--- config.mk ---
export PLATFORM = sky130hd
export DESIGN_NAME = line_rasterizer_eight_octant_core_flat
export DESIGN_NICKNAME = d
export VERILOG_FILES = /design/src/rtl/lr8_pkg.sv /design/src/rtl/lr8_req_if.sv /design/src/rtl/lr8_pix_if.sv /design/src/rtl/lr8_setup.sv /design/src/rtl/lr8_step.sv /design/src/rtl/line_rasterizer_eight_octant_core.sv /design/src/flat_wrapper.sv
export SDC_FILE = /design/constraint.sdc
export NUM_CORES = 1
export LEC_CHECK = 0
export BUFFER_PORTS_ARGS = -buffer_cell sky130_fd_sc_hd__buf_4
export CAP_MARGIN = 5
export CORE_UTILIZATION = 55
export CTS_CLUSTER_SIZE = 30
export DETAILED_ROUTE_END_ITERATION = 8
export PLACE_DENSITY = 0.75
export SLEW_MARGIN = 10
export SYNTH_ARGS = -nofsm -noshare
export SYNTH_HDL_FRONTEND = slang
export SYNTH_SLANG_ARGS = --single-unit
--- constraint.sdc ---
create_clock -name i_clk -period 18.65 [get_ports i_clk]
set_clock_uncertainty 0.15 [all_clocks]
set_input_delay 3.73 -clock i_clk [delete_from_list [all_inputs] [get_ports i_clk]]
set_output_delay 3.73 -clock i_clk [all_outputs]
set_load 0.005 [all_outputs]
--- src/rtl/lr8_pkg.sv ---
// ----------------------------------------------------------------------------
// lr8_pkg: shared types for the eight-octant line rasterizer
// Octant codes; the last letter gives the major axis.
// ----------------------------------------------------------------------------
package lr8_pkg;

    typedef enum logic [2:0] {
        OCT_PX_PY_X = 3'd0,
        OCT_PX_PY_Y = 3'd1,
        OCT_PX_NY_Y = 3'd2,
        OCT_PX_NY_X = 3'd3,
        OCT_NX_NY_X = 3'd4,
        OCT_NX_NY_Y = 3'd5,
        OCT_NX_PY_Y = 3'd6,
        OCT_NX_PY_X = 3'd7
    } t_octant;

    localparam logic REQ_START = 1'b0;
    localparam logic REQ_STEP  = 1'b1;

endpackage

--- src/rtl/lr8_req_if.sv ---
// ----------------------------------------------------------------------------
// lr8_req_if: request channel of the line rasterizer
// Start words carry both endpoints; step words ask for the next pixel.
// ----------------------------------------------------------------------------
interface lr8_req_if #(
    parameter int COORD_BITS = 12
);
    logic                         valid;
    logic                         ready;
    logic                         req_type;
    logic signed [COORD_BITS-1:0] start_x;
    logic signed [COORD_BITS-1:0] start_y;
    logic signed [COORD_BITS-1:0] end_x;
    logic signed [COORD_BITS-1:0] end_y;

    modport source (
        output valid, req_type, start_x, start_y, end_x, end_y,
        input  ready
    );
    modport sink (
        input  valid, req_type, start_x, start_y, end_x, end_y,
        output ready
    );
endinterface

--- src/rtl/lr8_pix_if.sv ---
// ----------------------------------------------------------------------------
// lr8_pix_if: pixel channel of the line rasterizer
// One word per emitted pixel, flagged on the major-axis end.
// ----------------------------------------------------------------------------
interface lr8_pix_if #(
    parameter int COORD_BITS = 12
);
    logic                         valid;
    logic                         ready;
    logic signed [COORD_BITS-1:0] pixel_x;
    logic signed [COORD_BITS-1:0] pixel_y;
    logic                         last_pixel;

    modport source (
        output valid, pixel_x, pixel_y, last_pixel,
        input  ready
    );
    modport sink (
        input  valid, pixel_x, pixel_y, last_pixel,
        output ready
    );
endinterface

--- src/rtl/lr8_setup.sv ---
// ----------------------------------------------------------------------------
// lr8_setup: line setup
// Forms the deltas, classifies the octant and picks the major-axis end.
// ----------------------------------------------------------------------------
module lr8_setup
    import lr8_pkg::*;
#(
    parameter int COORD_BITS = 12
) (
    input  logic signed [COORD_BITS-1:0] i_x0,
    input  logic signed [COORD_BITS-1:0] i_y0,
    input  logic signed [COORD_BITS-1:0] i_x1,
    input  logic signed [COORD_BITS-1:0] i_y1,
    output logic signed [COORD_BITS:0]   o_dx,
    output logic signed [COORD_BITS:0]   o_dy,
    output t_octant                      o_octant,
    output logic signed [COORD_BITS-1:0] o_major_end
);
    localparam int C = COORD_BITS;

    logic signed [C:0]   dx;
    logic signed [C:0]   dy;
    logic signed [C+1:0] dx_w;
    logic signed [C+1:0] dy_w;
    logic signed [C+1:0] ndx_w;
    logic signed [C+1:0] ndy_w;
    t_octant             oct;

    always_comb begin
        dx    = {i_x1[C-1], i_x1} - {i_x0[C-1], i_x0};
        dy    = {i_y1[C-1], i_y1} - {i_y0[C-1], i_y0};
        dx_w  = {dx[C], dx};
        dy_w  = {dy[C], dy};
        ndx_w = -dx_w;
        ndy_w = -dy_w;
        if (dy[C] && !dx[C]) begin
            oct = (ndx_w > dy_w) ? OCT_PX_NY_Y : OCT_PX_NY_X;
        end else if (dy[C]) begin
            oct = (dx_w < dy_w) ? OCT_NX_NY_X : OCT_NX_NY_Y;
        end else if (dx[C]) begin
            oct = (dx_w > ndy_w) ? OCT_NX_PY_Y : OCT_NX_PY_X;
        end else begin
            oct = (dx_w > dy_w) ? OCT_PX_PY_X : OCT_PX_PY_Y;
        end
        case (oct) inside
            OCT_PX_PY_X, OCT_PX_NY_X, OCT_NX_NY_X, OCT_NX_PY_X: o_major_end = i_x1;
            default: o_major_end = i_y1;
        endcase
    end

    assign o_dx     = dx;
    assign o_dy     = dy;
    assign o_octant = oct;

endmodule

--- src/rtl/lr8_step.sv ---
// ----------------------------------------------------------------------------
// lr8_step: pixel step
// Advances the major axis, updates the error sum and steps the minor axis.
// ----------------------------------------------------------------------------
module lr8_step
    import lr8_pkg::*;
#(
    parameter int COORD_BITS = 12
) (
    input  t_octant                      i_octant,
    input  logic signed [COORD_BITS-1:0] i_cur_x,
    input  logic signed [COORD_BITS-1:0] i_cur_y,
    input  logic signed [COORD_BITS+2:0] i_err,
    input  logic signed [COORD_BITS:0]   i_dx,
    input  logic signed [COORD_BITS:0]   i_dy,
    input  logic signed [COORD_BITS-1:0] i_major_end,
    output logic signed [COORD_BITS-1:0] o_next_x,
    output logic signed [COORD_BITS-1:0] o_next_y,
    output logic signed [COORD_BITS+2:0] o_next_err,
    output logic                         o_last
);
    localparam int C = COORD_BITS;
    localparam int E = COORD_BITS + 3;

    logic signed [E-1:0] dx_e;
    logic signed [E-1:0] dy_e;
    logic signed [E-1:0] base;
    logic signed [E-1:0] corr;
    logic                x_major;
    logic                x_neg;
    logic                y_neg;
    logic                sel;
    logic                step_x;
    logic                step_y;
    logic [C-1:0]        x_inc;
    logic [C-1:0]        x_dec;
    logic [C-1:0]        y_inc;
    logic [C-1:0]        y_dec;

    always_comb begin
        dx_e = {{2{i_dx[C]}}, i_dx};
        dy_e = {{2{i_dy[C]}}, i_dy};
        case (i_octant)
            OCT_PX_PY_X: begin
                x_major = 1'b1; x_neg = 1'b0; y_neg = 1'b0; base = dy_e;  corr = -dx_e;
            end
            OCT_PX_PY_Y: begin
                x_major = 1'b0; x_neg = 1'b0; y_neg = 1'b0; base = dx_e;  corr = -dy_e;
            end
            OCT_PX_NY_Y: begin
                x_major = 1'b0; x_neg = 1'b0; y_neg = 1'b1; base = dx_e;  corr = dy_e;
            end
            OCT_PX_NY_X: begin
                x_major = 1'b1; x_neg = 1'b0; y_neg = 1'b1; base = -dy_e; corr = -dx_e;
            end
            OCT_NX_NY_X: begin
                x_major = 1'b1; x_neg = 1'b1; y_neg = 1'b1; base = dy_e;  corr = -dx_e;
            end
            OCT_NX_NY_Y: begin
                x_major = 1'b0; x_neg = 1'b1; y_neg = 1'b1; base = dx_e;  corr = -dy_e;
            end
            OCT_NX_PY_Y: begin
                x_major = 1'b0; x_neg = 1'b1; y_neg = 1'b0; base = dx_e;  corr = dy_e;
            end
            default: begin
                x_major = 1'b1; x_neg = 1'b1; y_neg = 1'b0; base = -dy_e; corr = -dx_e;
            end
        endcase

        // minor step when the error sum has passed zero
        sel    = x_neg ? i_err[E-1] : (!i_err[E-1] && (i_err != '0));
        step_x = x_major || sel;
        step_y = !x_major || sel;

        x_inc = i_cur_x + C'(1);
        x_dec = i_cur_x - C'(1);
        y_inc = i_cur_y + C'(1);
        y_dec = i_cur_y - C'(1);

        o_next_x   = step_x ? (x_neg ? x_dec : x_inc) : i_cur_x;
        o_next_y   = step_y ? (y_neg ? y_dec : y_inc) : i_cur_y;
        o_next_err = i_err + base + (sel ? corr : '0);
        o_last     = x_major ? (i_cur_x == i_major_end) : (i_cur_y == i_major_end);
    end

endmodule

--- src/rtl/line_rasterizer_eight_octant_core.sv ---
// ----------------------------------------------------------------------------
// line_rasterizer_eight_octant_core: eight-octant integer line rasterizer
//
// Request channel i_req takes two kinds of word. A start word (req_type 0)
// loads both endpoints, classifies the octant and arms the line; it gives
// no pixel. Each step word (req_type 1) gives one pixel on o_pix, the
// start point first, then one per major-axis step; the pixel on the
// major-axis end carries last_pixel and disarms the line. A step word
// while no line is armed is consumed and gives nothing. A start word while
// a line is armed drops that line.
// A pixel appears on o_pix in the cycle after its step word is taken.
// Throughput: one word per cycle while i_req.ready is high; the line state
// updates through combinational adds and compares on the registered error sum.
// The pixel output register frees in the same cycle it is drained, so
// i_req.ready is low only while a pixel is held and o_pix.ready is low.
// Reset (synchronous, active low) disarms the line and empties the output.
// ----------------------------------------------------------------------------
module line_rasterizer_eight_octant_core
    import lr8_pkg::*;
#(
    parameter int COORD_BITS = 12
) (
    input  logic      i_clk,
    input  logic      i_rst_n,
    lr8_req_if.sink   i_req,
    lr8_pix_if.source o_pix
);
    localparam int C = COORD_BITS;
    localparam int E = COORD_BITS + 3;

    logic                r_active;
    logic signed [C-1:0] r_cur_x;
    logic signed [C-1:0] r_cur_y;
    logic signed [E-1:0] r_err;
    logic signed [C:0]   r_dx;
    logic signed [C:0]   r_dy;
    logic signed [C-1:0] r_major_end;
    t_octant             r_octant;
    logic                r_out_valid;
    logic signed [C-1:0] r_pix_x;
    logic signed [C-1:0] r_pix_y;
    logic                r_last;

    logic                n_out_valid;
    logic                w_accept;
    logic                w_start;
    logic                w_emit;

    logic signed [C:0]   s_dx;
    logic signed [C:0]   s_dy;
    t_octant             s_octant;
    logic signed [C-1:0] s_major_end;

    logic signed [C-1:0] p_next_x;
    logic signed [C-1:0] p_next_y;
    logic signed [E-1:0] p_next_err;
    logic                p_last;

    lr8_setup #(.COORD_BITS(C)) u_setup (
        .i_x0        (i_req.start_x),
        .i_y0        (i_req.start_y),
        .i_x1        (i_req.end_x),
        .i_y1        (i_req.end_y),
        .o_dx        (s_dx),
        .o_dy        (s_dy),
        .o_octant    (s_octant),
        .o_major_end (s_major_end)
    );

    lr8_step #(.COORD_BITS(C)) u_step (
        .i_octant    (r_octant),
        .i_cur_x     (r_cur_x),
        .i_cur_y     (r_cur_y),
        .i_err       (r_err),
        .i_dx        (r_dx),
        .i_dy        (r_dy),
        .i_major_end (r_major_end),
        .o_next_x    (p_next_x),
        .o_next_y    (p_next_y),
        .o_next_err  (p_next_err),
        .o_last      (p_last)
    );

    assign i_req.ready = !r_out_valid || o_pix.ready;
    assign w_accept    = i_req.valid && i_req.ready;
    assign w_start     = w_accept && (i_req.req_type == REQ_START);
    assign w_emit      = w_accept && (i_req.req_type == REQ_STEP) && r_active;

    always_comb begin
        if (w_emit) begin
            n_out_valid = 1'b1;
        end else if (o_pix.ready) begin
            n_out_valid = 1'b0;
        end else begin
            n_out_valid = r_out_valid;
        end
    end

    always_ff @(posedge i_clk) begin
        if (!i_rst_n) begin
            r_active    <= 1'b0;
            r_out_valid <= 1'b0;
            r_cur_x     <= '0;
            r_cur_y     <= '0;
            r_err       <= '0;
            r_dx        <= '0;
            r_dy        <= '0;
            r_octant    <= OCT_PX_PY_X;
            r_major_end <= '0;
            r_pix_x     <= '0;
            r_pix_y     <= '0;
            r_last      <= 1'b0;
        end else begin
            r_out_valid <= n_out_valid;
            if (w_start) begin
                r_active <= 1'b1;
            end else if (w_emit && p_last) begin
                r_active <= 1'b0;
            end
            if (w_start) begin
                r_cur_x     <= i_req.start_x;
                r_cur_y     <= i_req.start_y;
                r_err       <= '0;
                r_dx        <= s_dx;
                r_dy        <= s_dy;
                r_octant    <= s_octant;
                r_major_end <= s_major_end;
            end else if (w_emit) begin
                r_cur_x <= p_next_x;
                r_cur_y <= p_next_y;
                r_err   <= p_next_err;
            end
            if (w_emit) begin
                r_pix_x <= r_cur_x;
                r_pix_y <= r_cur_y;
                r_last  <= p_last;
            end
        end
    end

    assign o_pix.valid      = r_out_valid;
    assign o_pix.pixel_x    = r_pix_x;
    assign o_pix.pixel_y    = r_pix_y;
    assign o_pix.last_pixel = r_last;

    a_pix_from_step: assert property (@(posedge i_clk) disable iff (!i_rst_n)
        $rose(r_out_valid) |-> $past(w_emit))
        else $error("pixel word without an accepted step");

    a_last_disarms: assert property (@(posedge i_clk) disable iff (!i_rst_n)
        (w_emit && p_last && !w_start) |=> !r_active)
        else $error("line still armed after last pixel");

    a_start_arms: assert property (@(posedge i_clk) disable iff (!i_rst_n)
        w_start |=> (r_active && (r_err == '0) && !$rose(r_out_valid)))
        else $error("start word did not arm a clean line");

    a_idle_step_quiet: assert property (@(posedge i_clk) disable iff (!i_rst_n)
        (w_accept && (i_req.req_type == REQ_STEP) && !r_active)
        |=> ($stable(r_cur_x) && $stable(r_cur_y) && !r_active))
        else $error("idle step changed line state");

endmodule

--- src/flat_wrapper.sv ---
// flat-port wrapper written by rule: the top's interface ports become plain ports
module line_rasterizer_eight_octant_core_flat import lr8_pkg::*;
#(
    parameter int COORD_BITS = 12
)
  (i_clk, i_rst_n, i_req_valid, i_req_req_type, i_req_start_x, i_req_start_y, i_req_end_x, i_req_end_y, i_req_ready, o_pix_valid, o_pix_pixel_x, o_pix_pixel_y, o_pix_last_pixel, o_pix_ready);
  lr8_req_if #(.COORD_BITS(COORD_BITS)) i_req_i ();
  lr8_pix_if #(.COORD_BITS(COORD_BITS)) o_pix_i ();
  input  logic i_clk;
  input  logic i_rst_n;
  input wire logic [$bits(i_req_i.valid)-1:0] i_req_valid;
  input wire logic [$bits(i_req_i.req_type)-1:0] i_req_req_type;
  input wire logic [$bits(i_req_i.start_x)-1:0] i_req_start_x;
  input wire logic [$bits(i_req_i.start_y)-1:0] i_req_start_y;
  input wire logic [$bits(i_req_i.end_x)-1:0] i_req_end_x;
  input wire logic [$bits(i_req_i.end_y)-1:0] i_req_end_y;
  output wire logic [$bits(i_req_i.ready)-1:0] i_req_ready;
  output wire logic [$bits(o_pix_i.valid)-1:0] o_pix_valid;
  output wire logic [$bits(o_pix_i.pixel_x)-1:0] o_pix_pixel_x;
  output wire logic [$bits(o_pix_i.pixel_y)-1:0] o_pix_pixel_y;
  output wire logic [$bits(o_pix_i.last_pixel)-1:0] o_pix_last_pixel;
  input wire logic [$bits(o_pix_i.ready)-1:0] o_pix_ready;
  assign i_req_i.valid = i_req_valid;
  assign i_req_i.req_type = i_req_req_type;
  assign i_req_i.start_x = i_req_start_x;
  assign i_req_i.start_y = i_req_start_y;
  assign i_req_i.end_x = i_req_end_x;
  assign i_req_i.end_y = i_req_end_y;
  assign i_req_ready = i_req_i.ready;
  assign o_pix_valid = o_pix_i.valid;
  assign o_pix_pixel_x = o_pix_i.pixel_x;
  assign o_pix_pixel_y = o_pix_i.pixel_y;
  assign o_pix_last_pixel = o_pix_i.last_pixel;
  assign o_pix_i.ready = o_pix_ready;
  line_rasterizer_eight_octant_core #(.COORD_BITS(COORD_BITS)) u_core (.i_clk(i_clk), .i_rst_n(i_rst_n), .i_req(i_req_i), .o_pix(o_pix_i));
endmodule
After elaboration in Yosys (flattened, before gate mapping)

Cells that the tools add are included.

Register bits: 107
Input bits: 53
Output and inout port bits: 27
Word-level logic and storage cells: 99

Add/sub/neg operators: 12
Magnitude comparators: 4
Equality and inequality tests: 11
Muxes and demuxes: 27
Bitwise operators: 2
Reduce and logical (&&, ||, !) cells: 31

Operators by type and width:

| cell                                                | number |
|---|---|
| 2-to-1 mux 12 bit                                   | 9 |
| one-hot mux 15 bit (2 select lines)                 | 2 |
| adder 15 bit                                        | 2 |
| negation 13 -> 15 bit                               | 2 |
| negation 13 -> 14 bit                               | 2 |
| subtractor 12 x 12 -> 13 bit                        | 2 |
| adder 12 x 2 -> 12 bit (second input constant)      | 2 |
| == test 12 bit                                      | 2 |
| subtractor 12 x 2 -> 12 bit (second input constant) | 2 |
| OR reduction 4 bit                                  | 4 |
| == test 3 bit (second input constant)               | 5 |
| 2-to-1 mux 15 bit                                   | 1 |
| nonzero test 15 bit                                 | 1 |
| greater-than comparator 13 x 14 -> 1 bit            | 1 |
| greater-than comparator 14 x 13 -> 1 bit            | 1 |
| greater-than comparator 13 bit                      | 1 |
| less-than comparator 13 bit                         | 1 |
| 2-to-1 mux 1 bit                                    | 12 |
| nonzero test 2 bit                                  | 5 |
| == test 3 x 2 -> 1 bit (second input constant)      | 3 |
| 2-to-1 mux 3 bit                                    | 3 |
| OR reduction 2 bit                                  | 4 |
| logical AND 1 bit                                   | 7 |
| logical NOT 3 bit                                   | 2 |
| other kinds (5)                                     | 11 |

Logic depth before layout (Yosys ltp)

Gate-level depths: netlist of the first run.

Depth in word-level cells: 10
Depth in mapped cells: 26
Gate-level depth less buffers: 25

By module

A second synthesis of the first run with hierarchy kept.

Cells, all modules: 1524
Area, all modules: 11910.2 um^2

By module, submodules not included:

| module                            | instances | cells each | area an instance (um^2) | seq. area each (um^2) |
|---|---|---|---|---|
| line_rasterizer_eight_octant_core | 1         | 470        | 4670.7                  | 2142.1 |
| lr8_step                          | 1         | 606        | 4081.4                  | 0.0 |
| lr8_setup                         | 1         | 448        | 3158.0                  | 0.0 |

Worst setup path before layout of the first run

OpenSTA, ideal clock, no wires.

Path kind: input-to-reg
Start: in i_req_end_y[0]
End: reg u_core.r_major_end[0]
Library setup time: 0.137 ns
Arrival time: 8.691 ns
Data required time: 18.363 ns
Setup slack: 9.673 ns
Stages: 24
Path buffers: 1
Cell sequence: inv_1 > ha_1 > fa_1 > nor2b_1 > o31ai_1 > a21boi_0 > or3_1 > nor3_1 > o21ai_0 > nor3_1 > or4b_2 > xnor2_1 > ha_1 > nand4_1 > o311ai_0 > o21ai_0 > o311a_1 > o31ai_1 > nor3_1 > a311o_1 > a2111o_1 > buf_6 > o21ai_1 > a31oi_1

Cells in the longest elaborated chain, start to end: 10
Elaborated cells between the ends (all ways): 20
Classes of those cells: 2 x add/sub; 4 x order compare; 3 x eq/ne; 8 x mux; 3 x reduce/logical

Ends and longest elaborated chain:

| element                                                               | line                                     | source |
|---|---|---|
| from (decl)                                                           | flat_wrapper.sv:16                       | `input wire logic [$bits(i_req_i.end_y)-1:0] i_req_end_y;` |
| subtractor 12 x 12 -> 13 bit                                          | lr8_setup.sv:31                          | `dy = {i_y1[C-1], i_y1} - {i_y0[C-1], i_y0};` |
| negation 13 -> 14 bit                                                 | lr8_setup.sv:35                          | `ndy_w = -dy_w;` |
| greater-than comparator 13 x 14 -> 1 bit                              | lr8_setup.sv:41                          | `oct = (dx_w > ndy_w) ? OCT_NX_PY_Y : OCT_NX_PY_X;` |
| 2-to-1 mux 1 bit                                                      | lr8_setup.sv:41                          |  |
| 2-to-1 mux 3 bit                                                      | lr8_setup.sv:40                          | `end else if (dx[C]) begin` |
| 2-to-1 mux 3 bit                                                      | lr8_setup.sv:38                          | `end else if (dy[C]) begin` |
| 2-to-1 mux 3 bit                                                      | lr8_setup.sv:36                          | `if (dy[C] && !dx[C]) begin` |
| == test 3 x 2 -> 1 bit (no source line), or another cell as far along | -                                        |  |
| OR reduction 4 bit                                                    | lr8_setup.sv:45                          | `case (oct) inside` |
| 2-to-1 mux 12 bit (*)                                                 | lr8_setup.sv:45                          |  |
| to (signal assigned)                                                  | line_rasterizer_eight_octant_core.sv:127 | `r_major_end <= s_major_end;` |
| to (decl)                                                             | line_rasterizer_eight_octant_core.sv:37  | `logic signed [C-1:0] r_major_end;` |

Mark *: on every way between the ends. The rest lies on a longest branch, timed or not.
A chain may end at the register's enable or synchronous reset.

Worst setup path after layout of the first run

Start: in i_req_start_y[1]
End: reg u_core.r_major_end[10]

Cells in the longest elaborated chain, start to end: 10
Elaborated cells between the ends (all ways): 20
Classes of those cells: 2 x add/sub; 4 x order compare; 3 x eq/ne; 8 x mux; 3 x reduce/logical

Ends and longest elaborated chain:

| element                                                               | line               | source |
|---|---|---|
| from (decl)                                                           | flat_wrapper.sv:14 | `input wire logic [$bits(i_req_i.start_y)-1:0] i_req_start_y;` |
| subtractor 12 x 12 -> 13 bit (*)                                      | lr8_setup.sv:31    |  |
| negation 13 -> 14 bit                                                 | lr8_setup.sv:35    |  |
| greater-than comparator 13 x 14 -> 1 bit                              | lr8_setup.sv:41    |  |
| 2-to-1 mux 1 bit                                                      | lr8_setup.sv:41    |  |
| 2-to-1 mux 3 bit                                                      | lr8_setup.sv:40    |  |
| 2-to-1 mux 3 bit                                                      | lr8_setup.sv:38    |  |
| 2-to-1 mux 3 bit (*)                                                  | lr8_setup.sv:36    |  |
| == test 3 x 2 -> 1 bit (no source line), or another cell as far along | -                  |  |
| OR reduction 4 bit (*)                                                | lr8_setup.sv:45    |  |
| 2-to-1 mux 12 bit (*)                                                 | lr8_setup.sv:45    |  |

Marked as above.

==> results of run 1 <==
## metal layers
layer,GRT usage (%),wire (um),vias to the layer above
li1,-,-,4884
met1,43.43,13110,4569
met2,48.88,13010,371
met3,5.040,1996,43
met4,8.454,581,0
met5,0,0,-
## report_power, final
part / switching (uW) / internal [uW] / total (uW)
Combinational: 236 / 158 / 393
Clock: 91.8 / 105 / 196
Sequential: 18.5 / 241 / 259
Total: 346 / 503 / 849
## Yosys cell counts, types with 4 or more instances
| cell | number | area [um^2] |
|---|---|---|
| mux2i_1 | 35 | 350.3 |
| a21o_1 | 29 | 217.7 |
| a21oi_1 | 114 | 570.6 |
| nand3_1 | 31 | 155.2 |
| nand2_1 | 158 | 593.1 |
| a211o_1 | 4 | 35.03 |
| dfxtp_1 | 107 | 2142 |
| ha_1 | 100 | 1251 |
| o21bai_1 | 4 | 30.03 |
| nor3b_1 | 4 | 30.03 |
| inv_1 | 120 | 450.4 |
| fa_1 | 19 | 380.4 |
| o211ai_1 | 11 | 82.58 |
| a2111oi_0 | 6 | 52.55 |
| xor2_1 | 19 | 166.4 |
| o21a_1 | 11 | 82.58 |
| or2_2 | 5 | 31.28 |
| nor2_1 | 117 | 439.2 |
| o21ai_1 | 12 | 60.06 |
| nand2b_1 | 11 | 68.82 |
| a221oi_1 | 11 | 96.34 |
| nand4_1 | 13 | 81.33 |
| or3_1 | 17 | 106.4 |
| xnor2_1 | 56 | 490.5 |
| and3_1 | 11 | 68.82 |
| o31ai_1 | 10 | 75.07 |
| o31a_1 | 5 | 43.79 |
| nor2b_1 | 16 | 100.1 |
| a21boi_0 | 9 | 67.56 |
| a31oi_1 | 16 | 100.1 |
| o21ai_0 | 79 | 395.4 |
| o311ai_0 | 4 | 35.03 |
| and2_1 | 5 | 31.28 |
| a211oi_1 | 29 | 217.7 |
| nor3_1 | 44 | 220.2 |
| nor4_1 | 10 | 62.56 |
| clkbuf_1 | 64 | 240.2 |
## worst register-to-register path: cells and delay by family, from the launching register on
kind	cells	cell delay, ns
buffers and inverters	2	0.43
AOI/OAI and AO/OA	9	1.67
adders and majority gates	2	0.83
and+or+nand+nor	5	1.97
xor gates and xnor gates	1	0.16
DFF	1	0.31
## final timing paths
kind / from / to / slack (ns) / cells past startpoint
setup / recovery: i_req_start_y[1] / u_core.r_major_end[10] / 9.05 / 26
hold / removal: u_core.o_pix.pixel_x[3] / u_core.o_pix.pixel_x[3] / 0.30 / 2
setup reg to reg: u_core.r_octant[1] / u_core.r_err[14] / 13.06 / 19
hold reg to reg: u_core.o_pix.pixel_x[3] / u_core.o_pix.pixel_x[3] / 0.30 / 2
## registers in the layout, indices dropped and copies added (netlist names)
register	count
u_core.o_pix.valid	1
u_core.r_active	1
u_core.r_cur_x	12
u_core.r_dy	13
u_core.r_octant	3
u_core.o_pix.pixel_y	12
u_core.r_major_end	12
u_core.r_dx	13
u_core.o_pix.last_pixel	1
u_core.r_err	15
u_core.o_pix.pixel_x	12
u_core.r_cur_y	12
## final cells by class
| cell class | instances | share of cell area [%] |
|---|---|---|
| multi-input combinational | 1069 | 65.35 |
| clock inverter | 5 | 0.5747 |
| sequential | 107 | 19.29 |
| tap | 229 | 2.581 |
| inverter | 120 | 4.057 |
| timing repair buffer | 90 | 6.085 |
| clock buffer | 10 | 2.062 |
## logic make-up (layout without fill, tap and decap cells)
kind of cell,Yosys count,in the layout,share of synthesized area [%]
buffers and inverters,191,225,7.348
adders and majority gates,119,119,16.10
muxes,35,35,3.458
AOI/OAI and AO/OA,382,382,24.22
DFF,107,107,21.14
and+or+nand+nor,457,457,21.08
xor gates and xnor gates,76,76,6.644
## metrics by stage
stage / setup WS (ns) / std cells / power (uW)
3_5_place_dp: 8.741 / 1615 / 649.9
6_report: 9.050 / 1630 / 849.1
5_1_grt: 8.453 / 1630 / 907.2
2_1_floorplan: 9.673 / 1367 / 558.4
4_1_cts: 9.064 / 1630 / 843.0
3_3_place_gp: 8.878 / 1615 / 643.9
==> flow_summary.toml, run 1 <==
[detailed_routing]
vias = 9867
drt_pass1_iterations = 7
drt_iter0_markers = 1016
ant_nets = 0
wl_per_cell_um = 17.60
via_per_inst = 6.053
finalWirelength_um = 28690
drt_drc_violations_left = 0

[cts]
clock_latency_ns = 0.36
cts_buffers = 9
cts_tree = "built"
postCtsHoldBufs = 0
clock_sinks = 107
cts_max_path_buffers = 2
path_clk_slew_ns = 0.07
post-cts-setup-buffers = 0
clockRootBuffer = "clkbuf_16"
cts_resized = 0
htree_levels = 3

[final_layout]
syn2layout_area_growth_pct = 9.596
final_cell_mix = "158 x nand2_1, 119 x inv_1, 116 x nor2_1, 114 x a21oi_1, 107 x dfxtp_1"
layout.nets = 1569
final_common_cell = "nand2_1"
fin_util_pct = 61.60
seqCellArea_um2 = 2142
diodes = 0
drive_above_1_share_pct = 8.851
final_cell_area_um2 = 11100
multi_input_area_um2 = 7256
fillCellCount = 1694

[global_route]
grt_first_pass_wirelength_um = 45710
grt_max_degree = 76
antenna_found_initial = 0
overflow = 0
grt_pass1_vias = 8841
grt.total_usage_pct = 31.00

[place]
gp_congestion = 1.002
hpwl_um = 22490
numPortBuffers = 79
placed_cell_area_um2 = 10810

[setup_path]
cp_max_fo = 12
worst_setup_path_end_kind = "flop"
cp_num_buf_inv = 3
worst_path_most_repeated_cell = "o21ai_0"
cpLargestDelayFamily = "compound AO/OA/AOI/OAI gates"
cpPeakStageDelay_ns = 0.81
start_kind = "input port"
crit_type = "in2reg"
required_ns = 18.78
cpMaxStageDelayCell = "o311ai_0"
worstPathArrival_ns = 9.73

[floorplanning]
placementRows = 49
die_h_um = 137.7
die_area_um2 = 18970
boundaryPins = 80
core-area_um2 = 18020
dieWidth_um = 137.7
initial_core_util_pct = 56.21

[hold_path]
min_path_type = "reg2reg"

[power_and_ir_drop]
power_density_nw_per_um2 = 76.47
ir_drop_uv = 81.37
cellLeakagePower_uw = 0.004745

[timing]
drv_slew = 0
whs_ns = 0.3049
setup_viol = 0
slew_headroom_pct = 24.19
rsz0062_at_grt = "false"
fin_crit_ns = 9.600
fmax_mhz = 104.2
hold_violations = 0
tightest_slew_ns = 1.133
finalSetupTns_ns = 0
period_share_pct = 51.47

[synth]
syn_avg_cell_area_um2 = 7.411
synth-edff-count = 0
ys.flop_type = "dfxtp_1"
yosysSeqAreaShare_pct = 21.14
synthArstFlopShare_pct = 0
synth_area_um2 = 10130
yosys_warnings = 0
ys_types = 72
synth_cells = 1367
synth-seq-cells = 107
synthesis.nets = 1539

[job]
cap_violations = 0

[outcome]
outcome = "finished clean"
Power figures use the tool's default switching activity.
==> run 2: changes to the inputs <==
PLACE_DENSITY = 0.78   (was 0.75)
clock period = 7.8 ns   (was 18.65 ns; I/O delays follow)
==> flow_summary.toml, run 2 (synthesis results as in run 1) <==
[outcome]
outcome = "finished clean"

[place]
place_ws_ns = 0.1091
placed_cell_area_um2 = 10890
hpwl_um = 22740
gp_congestion = 0.9414
numPortBuffers = 79

[power_and_ir_drop]
power_density_nw_per_um2 = 182.7
ir_drop_uv = 144.3
cellLeakagePower_uw = 0.004796

[floorplanning]
dieWidth_um = 137.7
placementRows = 49
boundaryPins = 80
initial_core_util_pct = 56.21
core-area_um2 = 18020
die_h_um = 137.7
die_area_um2 = 18970

[detailed_routing]
via_per_inst = 6.157
drt_pass1_iterations = 5
wl_per_cell_um = 17.81
vias = 10090
ant_nets = 0
finalWirelength_um = 29190
drt_drc_violations_left = 0
drt_iter0_markers = 938

[final_layout]
final_common_cell = "nand2_1"
final_cell_mix = "158 x nand2_1, 119 x inv_1, 116 x nor2_1, 114 x a21oi_1, 107 x dfxtp_1"
syn2layout_area_growth_pct = 10.26
top_register = "u_core.r_err"
largest_register_ffs = 15
final_cell_area_um2 = 11170
layout.nets = 1579
drive_above_1_share_pct = 9.504
diodes = 0
largestRegisters = "u_core.r_err: 15 flops, u_core.r_dx: 13 flops, u_core.r_dy: 13 flops"

[timing]
finalSetupTns_ns = 0
whs_ns = 0.3047
period_share_pct = 93.11
fin_crit_ns = 7.263
slew_headroom_pct = 16.44
layout_setup_ws_ns = 0.5374
fmax_mhz = 137.7
tightest_slew_ns = 1.249
setup_viol = 0
rsz0062_at_grt = "false"
drv_slew = 0
hold_violations = 0

[setup_path]
cpLargestDelayFamily = "compound AO/OA/AOI/OAI gates"
worst_r2r_path_depth = 19
regToRegStartpoint = "u_core.r_octant[1]"
cpMaxStageDelayCell = "or4b_2"
cp_max_fo = 12
cp.depth = 25
rrSetupSlack_ns = 2.17
worstPathArrival_ns = 7.30
cpPeakStageDelay_ns = 0.69
r2r-end = "u_core.r_err[14]"
worst_setup_path_end_kind = "flop"
crit_type = "in2reg"
worst_path_most_repeated_cell = "o21ai_0"
start_kind = "input port"
required_ns = 7.84
cp_num_buf_inv = 2

[cts]
path_clk_slew_ns = 0.07
clockRootBuffer = "clkbuf_16"
cts_max_path_buffers = 2
cts_buffers = 9
post-cts-setup-buffers = 0
htree_levels = 3
clock_latency_ns = 0.35
cts_tree = "built"
clock_sinks = 107

[global_route]
antenna_found_initial = 0
use_met3_pct = 4.010
grt_pass1_vias = 9231
grt_max_degree = 69
grt.total_usage_pct = 31.29
busiest_layer = "met2"
use_met1_pct = 41.77
grt_first_pass_wirelength_um = 46440
overflow = 0
met2_usage_pct = 50.89

[hold_path]
min_path_type = "reg2reg"
hp-start = "u_core.o_pix.pixel_x[3]"
hold_path_end = "u_core.o_pix.pixel_x[3]"
min_path_cells = 2

[job]
cap_violations = 0
run 2: cell types whose count changed in the layout (fill, tap and decap cells not counted):
cell,delta
inv_8,-1
buf_4,+10
inv_6,+1
o31ai_2,+1
clkinv_2,+1
clkinvlp_4,-2
o311ai_0,-1
o311ai_1,+1
o31ai_1,-1
run 2: tightest hold or removal path: stages, from the launching register on:
cell     delay [ns]
dfxtp_1        0.31
nand2_1        0.05
a21oi_1        0.05
run 2: cell type report:
type / count / area, um^2
clock buffer: 10 / 229.0
clock inverter: 4 / 51.30
fill: 1647 / 6854
inverter: 120 / 450.4
multi-input combinational: 1069 / 7261
sequential: 107 / 2142
tap: 229 / 286.5
timing repair buffer: 100 / 750.7
run 2: what timing repair did:
action                                 CTS  global route
hold buffers                             0             0
setup endpoints to repair                0            12
gates resized for setup                  0             2
endpoints found under the hold margin    0             0
run 2: how the worst max path moves through the flow:
stage	start	endpoint	slack, ns
3_5_place_dp	i_req_start_y[1]	u_core.r_major_end[3]	0.11
4_1_cts	i_req_start_y[1]	u_core.r_major_end[4]	0.43
3_3_place_gp	i_req_start_y[1]	u_core.r_major_end[1]	0.30
5_1_grt	i_req_start_y[1]	u_core.r_major_end[3]	0.01
6_report	i_req_start_y[1]	u_core.r_major_end[4]	0.54
2_1_floorplan	i_req_end_y[0]	u_core.r_major_end[0]	0.99
run 2: power by group:
part           internal (uW)  switching, uW  total (uW)
sequential               576           44.1         620
clock                    247            210         456
combinational            394            570         964
total                   1220            824        2040
run 2: metrics by stage:
stage | utilization (%) | power [uW] | std cells
final | 61.97 | 2041 | 1639
after global routing | 61.97 | 2170 | 1639
after CTS | 61.95 | 2025 | 1639
after global placement | 60.39 | 1551 | 1625
after detailed placement | 60.39 | 1570 | 1625
after floorplan | - | 1335 | 1367
run 2: per-layer routing:
metal	vias to the layer above	wire (um)
met5	-	0
met4	0	1047
met3	67	1919
met2	379	13280
met1	4749	12940
li1	4896	-
